### src/hdl/csh_pkg.sv
// shared types, constants and fixed-point helpers for the circle segment hit time block
package csh_pkg;

  localparam int WORD_BITS = 32;
  localparam int FRAC_BITS = 16;
  localparam int RAD_BITS  = WORD_BITS - 1;
  localparam int PROD_BITS = 2 * WORD_BITS;
  localparam int TOL_BITS  = 16;
  localparam int NRM_BITS  = 18;
  localparam int CFG_IDX_BITS = 3;

  // restoring divider: input stage, one stage per quotient bit, output stage
  localparam int QUO_BITS = WORD_BITS + FRAC_BITS;
  localparam int DIV_LAT  = QUO_BITS + 2;

  // stage indices of the solver pipeline
  localparam int K1  = DIV_LAT + 1;
  localparam int K2  = K1 + 1;
  localparam int K3  = K2 + 1;
  localparam int K4  = K3 + 1;
  localparam int K5  = K4 + DIV_LAT + 1;
  localparam int K6  = K5 + 1;
  localparam int K7  = K6 + 1;
  localparam int K8  = K7 + 1;
  localparam int K9  = K8 + 1;
  localparam int K10 = K9 + DIV_LAT + 1;
  localparam int SOLVE_LAT = K10 + 1;

  typedef logic signed [WORD_BITS-1:0] fx_t;
  typedef logic signed [PROD_BITS-1:0] prod_t;

  localparam fx_t FX_MAX = {1'b0, {(WORD_BITS-1){1'b1}}};
  localparam fx_t FX_MIN = {1'b1, {(WORD_BITS-1){1'b0}}};
  localparam fx_t FX_ONE = fx_t'(64'd1 << FRAC_BITS);

  typedef enum logic [1:0] {
    ST_HIT     = 2'd0,
    ST_MISS    = 2'd1,
    ST_IDLE    = 2'd2,
    ST_UNREACH = 2'd3
  } status_t;

  typedef enum logic [CFG_IDX_BITS-1:0] {
    REG_START_X = 3'd0,
    REG_START_Y = 3'd1,
    REG_DIR_X   = 3'd2,
    REG_DIR_Y   = 3'd3,
    REG_NORM_X  = 3'd4,
    REG_NORM_Y  = 3'd5,
    REG_TOL     = 3'd6,
    REG_ABORT   = 3'd7
  } cfg_reg_t;

  // one queued circle item
  typedef struct packed {
    fx_t                 pos_x;
    fx_t                 pos_y;
    fx_t                 vel_x;
    fx_t                 vel_y;
    logic [RAD_BITS-1:0] radius;
    logic                idle;
    fx_t                 time_budget;
  } item_t;

  // one system's operands, axes already swapped for the y system
  typedef struct packed {
    fx_t pu;
    fx_t pv;
    fx_t vu;
    fx_t vv;
    fx_t r;
    fx_t bud;
  } sys_in_t;

  // wall setup seen by one system
  typedef struct packed {
    fx_t                 su;
    fx_t                 sv;
    fx_t                 du;
    fx_t                 dv;
    fx_t                 nu;
    fx_t                 nv;
    logic [TOL_BITS-1:0] tol;
    logic                may_abort;
  } sys_cfg_t;

  // one system's answer
  typedef struct packed {
    logic    ok;
    status_t st;
    fx_t     t;
  } sys_res_t;

  // everything that travels down the solver pipeline
  typedef struct packed {
    fx_t     pu;
    fx_t     pv;
    fx_t     vu;
    fx_t     vv;
    fx_t     r;
    fx_t     bud;
    fx_t     e;
    fx_t     svp;
    prod_t   p1;
    prod_t   p2;
    prod_t   p3;
    fx_t     a;
    fx_t     b;
    fx_t     c0;
    logic    azero;
    prod_t   pc;
    prod_t   prn;
    fx_t     bpc;
    fx_t     bmc;
    fx_t     rn;
    logic    rej;
    logic    first;
    logic    abr;
    fx_t     tk;
    prod_t   pv2;
    fx_t     s1;
    fx_t     l1;
    fx_t     l2;
    logic    ok;
    status_t st;
    fx_t     t;
  } ctx_t;

  // clamp a wide value to the word range
  function automatic fx_t fx_sat(input prod_t v);
    if (v > prod_t'(FX_MAX)) return FX_MAX;
    else if (v < prod_t'(FX_MIN)) return FX_MIN;
    else return v[WORD_BITS-1:0];
  endfunction

  function automatic fx_t fx_add(input fx_t a, input fx_t b);
    logic signed [WORD_BITS:0] s;
    s = (WORD_BITS+1)'(a) + (WORD_BITS+1)'(b);
    if (s[WORD_BITS] != s[WORD_BITS-1]) return s[WORD_BITS] ? FX_MIN : FX_MAX;
    else return s[WORD_BITS-1:0];
  endfunction

  function automatic fx_t fx_sub(input fx_t a, input fx_t b);
    logic signed [WORD_BITS:0] s;
    s = (WORD_BITS+1)'(a) - (WORD_BITS+1)'(b);
    if (s[WORD_BITS] != s[WORD_BITS-1]) return s[WORD_BITS] ? FX_MIN : FX_MAX;
    else return s[WORD_BITS-1:0];
  endfunction

  // product back to word format, rounded toward minus infinity
  function automatic fx_t fx_mulsh(input prod_t p);
    prod_t s;
    s = p >>> FRAC_BITS;
    return fx_sat(s);
  endfunction

endpackage

### src/hdl/csh_if.sv
// channel interfaces: circle input, result output and the internal item queue link
interface csh_in_if;
  logic                          valid;
  logic                          ready;
  csh_pkg::fx_t                  pos_x;
  csh_pkg::fx_t                  pos_y;
  csh_pkg::fx_t                  vel_x;
  csh_pkg::fx_t                  vel_y;
  logic [csh_pkg::RAD_BITS-1:0]  radius;
  logic                          idle;
  csh_pkg::fx_t                  time_budget;
  modport source (output valid, pos_x, pos_y, vel_x, vel_y, radius, idle, time_budget,
                  input ready);
  modport sink (input valid, pos_x, pos_y, vel_x, vel_y, radius, idle, time_budget,
                output ready);
endinterface


interface csh_item_if;
  logic            valid;
  logic            ready;
  csh_pkg::item_t  item;
  modport source (output valid, item, input ready);
  modport sink (input valid, item, output ready);
endinterface

### src/hdl/csh_front.sv
// front end: accepts circle items and queues them for the solver
module csh_front #(
  parameter int QUEUE_DEPTH = 4
) (
  input  logic       clk,
  input  logic       rst_n,
  csh_in_if.sink     in_ch,
  csh_item_if.source q_ch
);

  localparam int AW = $clog2(QUEUE_DEPTH);
  localparam int CW = $clog2(QUEUE_DEPTH + 1);

  csh_pkg::item_t mem_r [QUEUE_DEPTH];
  logic [AW-1:0]  wp_r, wp_nxt, rp_r, rp_nxt;
  logic [CW-1:0]  cnt_r, cnt_nxt;
  logic           push, pop;
  csh_pkg::item_t wr_item;

  // handshakes
  assign in_ch.ready = (cnt_r != CW'(QUEUE_DEPTH));
  assign q_ch.valid  = (cnt_r != '0);
  assign q_ch.item   = mem_r[rp_r];
  assign push = in_ch.valid && in_ch.ready;
  assign pop  = q_ch.valid && q_ch.ready;

  // pack the incoming item
  always_comb begin
    wr_item.pos_x       = in_ch.pos_x;
    wr_item.pos_y       = in_ch.pos_y;
    wr_item.vel_x       = in_ch.vel_x;
    wr_item.vel_y       = in_ch.vel_y;
    wr_item.radius      = in_ch.radius;
    wr_item.idle        = in_ch.idle;
    wr_item.time_budget = in_ch.time_budget;
  end

  // pointer and fill count update
  always_comb begin
    wp_nxt = wp_r;
    rp_nxt = rp_r;
    if (push) wp_nxt = (wp_r == AW'(QUEUE_DEPTH - 1)) ? '0 : wp_r + 1'b1;
    if (pop)  rp_nxt = (rp_r == AW'(QUEUE_DEPTH - 1)) ? '0 : rp_r + 1'b1;
    case ({push, pop})
      2'b10:   cnt_nxt = cnt_r + 1'b1;
      2'b01:   cnt_nxt = cnt_r - 1'b1;
      default: cnt_nxt = cnt_r;
    endcase
  end

  always_ff @(posedge clk) begin
    if (!rst_n) begin
      wp_r  <= '0;
      rp_r  <= '0;
      cnt_r <= '0;
    end else begin
      wp_r  <= wp_nxt;
      rp_r  <= rp_nxt;
      cnt_r <= cnt_nxt;
    end
  end

  // queue storage
  always_ff @(posedge clk) begin
    if (push) mem_r[wp_r] <= wr_item;
  end

endmodule

### src/flat_wrapper.sv
// flat-port wrapper written by rule: the top's interface ports become plain ports
module csh_front_flat 
#(
  parameter int QUEUE_DEPTH = 4
)
  (clk, rst_n, in_ch_valid, in_ch_pos_x, in_ch_pos_y, in_ch_vel_x, in_ch_vel_y, in_ch_radius, in_ch_idle, in_ch_time_budget, in_ch_ready, q_ch_valid, q_ch_item, q_ch_ready);
  csh_in_if in_ch_i ();
  csh_item_if q_ch_i ();
  input  logic clk;
  input  logic rst_n;
  input wire logic [$bits(in_ch_i.valid)-1:0] in_ch_valid;
  input wire logic [$bits(in_ch_i.pos_x)-1:0] in_ch_pos_x;
  input wire logic [$bits(in_ch_i.pos_y)-1:0] in_ch_pos_y;
  input wire logic [$bits(in_ch_i.vel_x)-1:0] in_ch_vel_x;
  input wire logic [$bits(in_ch_i.vel_y)-1:0] in_ch_vel_y;
  input wire logic [$bits(in_ch_i.radius)-1:0] in_ch_radius;
  input wire logic [$bits(in_ch_i.idle)-1:0] in_ch_idle;
  input wire logic [$bits(in_ch_i.time_budget)-1:0] in_ch_time_budget;
  output wire logic [$bits(in_ch_i.ready)-1:0] in_ch_ready;
  output wire logic [$bits(q_ch_i.valid)-1:0] q_ch_valid;
  output wire logic [$bits(q_ch_i.item)-1:0] q_ch_item;
  input wire logic [$bits(q_ch_i.ready)-1:0] q_ch_ready;
  assign in_ch_i.valid = in_ch_valid;
  assign in_ch_i.pos_x = in_ch_pos_x;
  assign in_ch_i.pos_y = in_ch_pos_y;
  assign in_ch_i.vel_x = in_ch_vel_x;
  assign in_ch_i.vel_y = in_ch_vel_y;
  assign in_ch_i.radius = in_ch_radius;
  assign in_ch_i.idle = in_ch_idle;
  assign in_ch_i.time_budget = in_ch_time_budget;
  assign in_ch_ready = in_ch_i.ready;
  assign q_ch_valid = q_ch_i.valid;
  assign q_ch_item = q_ch_i.item;
  assign q_ch_i.ready = q_ch_ready;
  csh_front #(.QUEUE_DEPTH(QUEUE_DEPTH)) u_core (.clk(clk), .rst_n(rst_n), .in_ch(in_ch_i), .q_ch(q_ch_i));
endmodule
### config.mk
export PLATFORM = sky130hd
export DESIGN_NAME = csh_front_flat
export DESIGN_NICKNAME = d
export VERILOG_FILES = /design/src/hdl/csh_pkg.sv /design/src/hdl/csh_if.sv /design/src/hdl/csh_front.sv /design/src/flat_wrapper.sv
export SDC_FILE = /design/constraint.sdc
export NUM_CORES = 1
export LEC_CHECK = 0
export ABC_AREA = 1
export BUFFER_PORTS_ARGS = -buffer_cell sky130_fd_sc_hd__buf_4
export CAP_MARGIN = 20
export CORE_ASPECT_RATIO = 1.75
export CORE_MARGIN = 1
export CORE_UTILIZATION = 58
export CTS_BUF_LIST = sky130_fd_sc_hd__clkbuf_4
export DETAILED_ROUTE_END_ITERATION = 10
export GPL_TIMING_DRIVEN = 0
export PLACE_DENSITY = 0.83
export RECOVER_POWER = 100
export SYNTH_ARGS = -nofsm -noshare
export SYNTH_HDL_FRONTEND = slang
export SYNTH_SLANG_ARGS = --single-unit
### constraint.sdc
create_clock -name clk -period 27.4 [get_ports clk]
set_input_delay 4.11 -clock clk [delete_from_list [all_inputs] [get_ports clk]]
set_output_delay 4.11 -clock clk [all_outputs]
set_load 0.05 [all_outputs]
### Word level (Yosys, flattened, before mapping)

Memories as Yosys holds them, arrays and structs flattened. A register that Yosys moved wholly into a read port is not among the register bits.
Index checks and enable logic that the tools add are counted.
Widths: inputs -> output; s select.

| storage, ports and cells | value |
|---|---|
| register bits | 7 |
| memories | 1 |
| output and inout bits | 194 |
| memory bits (writable) | 768 |

Memories:

| name | words | width | read ports | clocked after Yosys merged registers in | wr ports | RTL line | RTL |
|---|---|---|---|---|---|---|---|
| u_core.mem_r | 4 | 192 | 1 | 1 | 1 | csh_front.sv:14 | `csh_pkg::item_t mem_r [QUEUE_DEPTH];` |

| cells by class | value |
|---|---|
| reductions and logical operators | 4 |
| multiplexer cells | 7 |
| add/subtract/negate cells | 4 |
| equality and inequality tests | 5 |

Operator list:

| operator | count |
|---|---|
| $mux 2 | 4 |
| $eq 2x2->1 const B | 3 |
| $pmux 3 s2 | 1 |
| $add 2x1->2 const B | 2 |
| $add 3x1->3 const B | 1 |
| $ne 3x3->1 const B | 1 |
| $reduce_bool 3->1 | 1 |
| $sub 3x1->3 const B | 1 |
| $eq 2x1->1 const B | 1 |
| $logic_and 1x1->1 | 2 |
| $mux 1 | 2 |
| $reduce_bool 2->1 | 1 |

### Depth between registers and ports, before layout

| depth | value |
|---|---|
| depth in word-level cells | 4 |
| depth in mapped cells | 12 |
| mapped depth without buffers | 12 |

### Least setup slack after synthesis

Ideal clock, no wire load.

| timing path | value |
|---|---|
| path kind | input -> register |
| start | input in_ch_valid |
| end | memory u_core.mem_r[0][0] (netlist bit), enable pin |
| stages | 2 |
| arrival time | 12.241 ns |
| library setup time | 0.748 ns |
| data required time | 26.652 ns |
| path slack | 14.411 ns |
| buffers on the path | 0 |
| cells stage by stage | nand2_1 > nor2_1 |

| on the way | value |
|---|---|
| cells in the longest elaborated chain, start to end | 3 |

RTL lines:

| what | RTL line | RTL |
|---|---|---|
| start, declared | flat_wrapper.sv:11 | `input wire logic [$bits(in_ch_i.valid)-1:0] in_ch_valid;` |
| $logic_and 1x1->1 | csh_front.sv:24 | `assign push = in_ch.valid && in_ch.ready;` |
| $mux 1 | csh_front.sv:65 | `if (push) mem_r[wp_r] <= wr_item;` |
| $mux 1 (not written as such) | csh_front.sv:65 |  |
| end, declared | csh_front.sv:14 |  |

No other way between the ends.

### Worst setup path after layout

| timing path | value |
|---|---|
| start | input in_ch_valid |
| end | memory u_core.mem_r[3][91] (netlist bit), enable pin |

The elaborated chain is that of the path after synthesis.

==> reports/results.txt <==
The flow ran to the end, but the final reports show violations. The checks that failed: capacitance limit, slew limit. The average instance in the mapped netlist occupies 15.1 µm². TritonCTS built the clock tree. The number of global-route vias before repair is 20104, and the number of endpoints with negative hold slack in the final report is 0.

The worst path setup slack after routing was 17.93 ns. The critical path endpoint category is a register. The number of clock sinks seen by CTS is 777, and the total count of max-transition violations in the final report is 486. Entering global routing, the biggest net connects 30 pins.

The run gives 390 as the number of top-level pins. Synthesis inferred 777 register bits. The portion of synthesized cell area occupied by the leading cell type works out to 0.796. The critical path arrival was 9.94 ns; the total power draw was 0.00375 W.

Routability-driven placement finished with a final weighted congestion of 0.782. The largest total area in the synthesized netlist belongs to sky130_fd_sc_hd__edfxtp_1. The setup violation total in the final timing report was 0; the power density over the cells was 112 nW/µm². The count of nets left with antenna violations once routing finished came out at 0. The first detailed-routing pass took 5 iterations.

Setup repair after global routing left no endpoint under its margin. Leakage dissipation: 11.1 nW. After clock tree synthesis, the clock-pin slew on the worst setup and hold paths is 0.08 ns. For the pin with the worst max-slew slack, the measured transition is 2.05 ns. Die width: 171 µm. The overall via count from detail_route was 19435. Clock root buffer: sky130_fd_sc_hd__clkbuf_4. By area the synthesized netlist is led by sky130_fd_sc_hd__edfxtp_1 (80%), sky130_fd_sc_hd__nor2_1 (5.1%), sky130_fd_sc_hd__o21ai_0 (4.7%). The run gives 27.87 ns as the required time of the critical path. The worst hold path belongs to the class register to register. The share of layout cells above drive strength 1 was 0.127; the synthesis-to-layout area growth was 15.6%. The count of input and output buffers came out at 389. After legalization and detailed placement, the total HPWL measured 49900 µm. For the die outline area, the log shows 50900 µm².

The number of nets handed over by synthesis was 2127. Type of the setup path with the least slack: input port to register. For this run, the number of Yosys warnings is 0.

For this run, the post-layout net count is 2715. After detailed routing, the number of remaining DRC violations is 0. The cell area that synthesis handed to floorplanning was 29000 µm². Before CTS, the worst setup slack after placement is 21.04 ns. The logs give 0.298 for the aggregate global-route resource usage and 0.88 ns for the clock insertion delay at the later pin of the skew report. The die height was 298 µm.

Synthesis instantiated 23 different standard cells from the library. Row generation in the floorplan step produced 108 rows. The proportion of synthesized chip area in sequential cells was 0.802; the period utilization was 0.345. Between clock sinks in the finished design, the worst skew comes to 0.0634 ns. The total area inside the core boundary comes to 49500 µm². The mean routed wirelength per cell was 23.1 µm. Ranked by instance count, the synthesized netlist is headed by sky130_fd_sc_hd__edfxtp_1 (768), sky130_fd_sc_hd__nor2_1 (393), sky130_fd_sc_hd__o21ai_0 (270), sky130_fd_sc_hd__o22ai_1 (192), sky130_fd_sc_hd__o21ai_1 (116). The synthesized design contains 768 enable-type register cells. Summed over all failing endpoints, the final setup total negative slack is 0 ns. Summed over all layers, the global routing overflow is 0.

In the synthesized netlist the dominant register cell turns out to be sky130_fd_sc_hd__edfxtp_1. The number of hold buffers added after CTS was 0. Summed over all layers, the routed wires come to 76300 µm.

For the worst-case clock buffer depth, the log shows 3. For this block, the initial DRC count from the detailed router was 1821. Max-cap violations in this run came to 20. VDD sags by at most 80.3 µV.

The initial antenna violation count is 17, and the number of H-tree levels is 4. Timing would allow up to 106 MHz. The first global-routing pass estimated 111000 µm of wire. The most common cell in the synthesized netlist is sky130_fd_sc_hd__edfxtp_1. The run gives 163 as the number of buffers added by the clock tree synthesis step. STA classifies the critical path startpoint as an input port. Dividing the detail-routed via count by the number of cells gives 5.87. The post-synthesis async set-or-reset flop share was 0; the post-cts resize count was 0.

The critical-path maximum fanout works out to 23. The worst path needs 9.47 ns of the cycle, external delays included. The tools report the initial core utilization as 0.586. Post-CTS timing repair inserted 0 buffers for setup. Instance count of the mapped netlist: 1924. The logs give 0.564 ns for the final hold slack and -0.370 for the remaining max-slew budget at the tightest pin.
==> metrics by stage <==
| step | util | area (µm²) | cells |
|---|---|---|---|
| 2_1_floorplan | - | 29000 | 1924 |
| 3_3_place_gp | 0.661 | 32700 | 2973 |
| 3_5_place_dp | 0.678 | 33500 | 3007 |
| 4_1_cts | 0.719 | 35600 | 3296 |
| 5_1_grt | 0.677 | 33500 | 3308 |
| 6_report | 0.677 | 33500 | 3310 |
==> final timing paths <==
| path | slack, ns | to | depth (start not counted) | start |
|---|---|---|---|---|
| max | 17.93 | u_core.mem_r[3][91]$_DFFE_PP_ | 7 | in_ch_valid |
| min reg2reg | 0.56 | register | 2 | u_core.rp_r[1]$_SDFFE_PN0N_ |
| max reg2reg | 20.73 | u_core.mem_r[3][91]$_DFFE_PP_ | 8 | u_core.cnt_r[1]$_SDFFE_PN0P_ |
| min | 0.56 | register | 2 | u_core.rp_r[1]$_SDFFE_PN0N_ |
==> power breakdown <==
part           total [W]  internal (W)  switching (W)
Sequential       0.00145       0.00143      0.0000253
Clock           0.000842      0.000417       0.000425
Combinational    0.00146      0.000268        0.00119
==> sequential cells by signal (all words and copies together), names as in the netlist, named ones only <==
name,count
u_core.rp_r,2
u_core.wp_r,2
u_core.mem_r,768
u_core.cnt_r,3
==> critical path: stages <==
cell,delay (ns)
sky130_fd_sc_hd__clkbuf_1,0.20
sky130_fd_sc_hd__nand2_1,0.19
sky130_fd_sc_hd__nor2_1,1.24
sky130_fd_sc_hd__clkbuf_1,0.91
sky130_fd_sc_hd__clkbuf_1,1.02
sky130_fd_sc_hd__clkbuf_1,1.17
sky130_fd_sc_hd__clkbuf_1,1.06
==> logic make-up (layout without fill, tap and decap cells) <==
logic type,after synthesis,in the layout,share of synthesized area
flops,777,777,0.802
compound gates,584,584,0.109
simple gates,413,413,0.0542
buf+inv,143,855,0.0311
fa+ha+maj,7,7,0.00328
other cells,0,14,0
==> final cells by class <==
| cell class | instances | area, µm² |
|---|---|---|
| clock inverter | 61 | 355 |
| tap | 660 | 826 |
| clock buffer | 228 | 1710 |
| multi-input combinational | 1004 | 4830 |
| inverter | 16 | 67.6 |
| antenna | 14 | 35.0 |
| buffer | 127 | 830 |
| timing repair buffer | 423 | 1600 |
| sequential | 777 | 23200 |
| fill | 3688 | 16000 |
==> placed cells by master, fill, tap and decap left out, drive strengths merged <==
cell / instances
nor2: 393
diode: 14
a21oi: 6
clkinvlp: 2
o21ai: 386
and2: 1
inv: 20
clkbuf: 711
or2: 1
nand2: 10
o22ai: 192
bufinv: 3
fa: 1
nand3: 6
nand4: 1
clkinv: 52
nand3b: 1
ha: 6
buf: 67
edfxtp: 768
dfxtp: 9
==> per-layer routing <==
layer / global-route usage / vias to the layer above / wire length [µm]
met5: 0 / - / 67
met4: 0.194 / 10 / 4350
met3: 0.0794 / 221 / 6450
met2: 0.528 / 1058 / 40200
met1: 0.304 / 9542 / 25200
li1: - / 8604 / -
No activity file was read; power rests on OpenSTA's default activity.
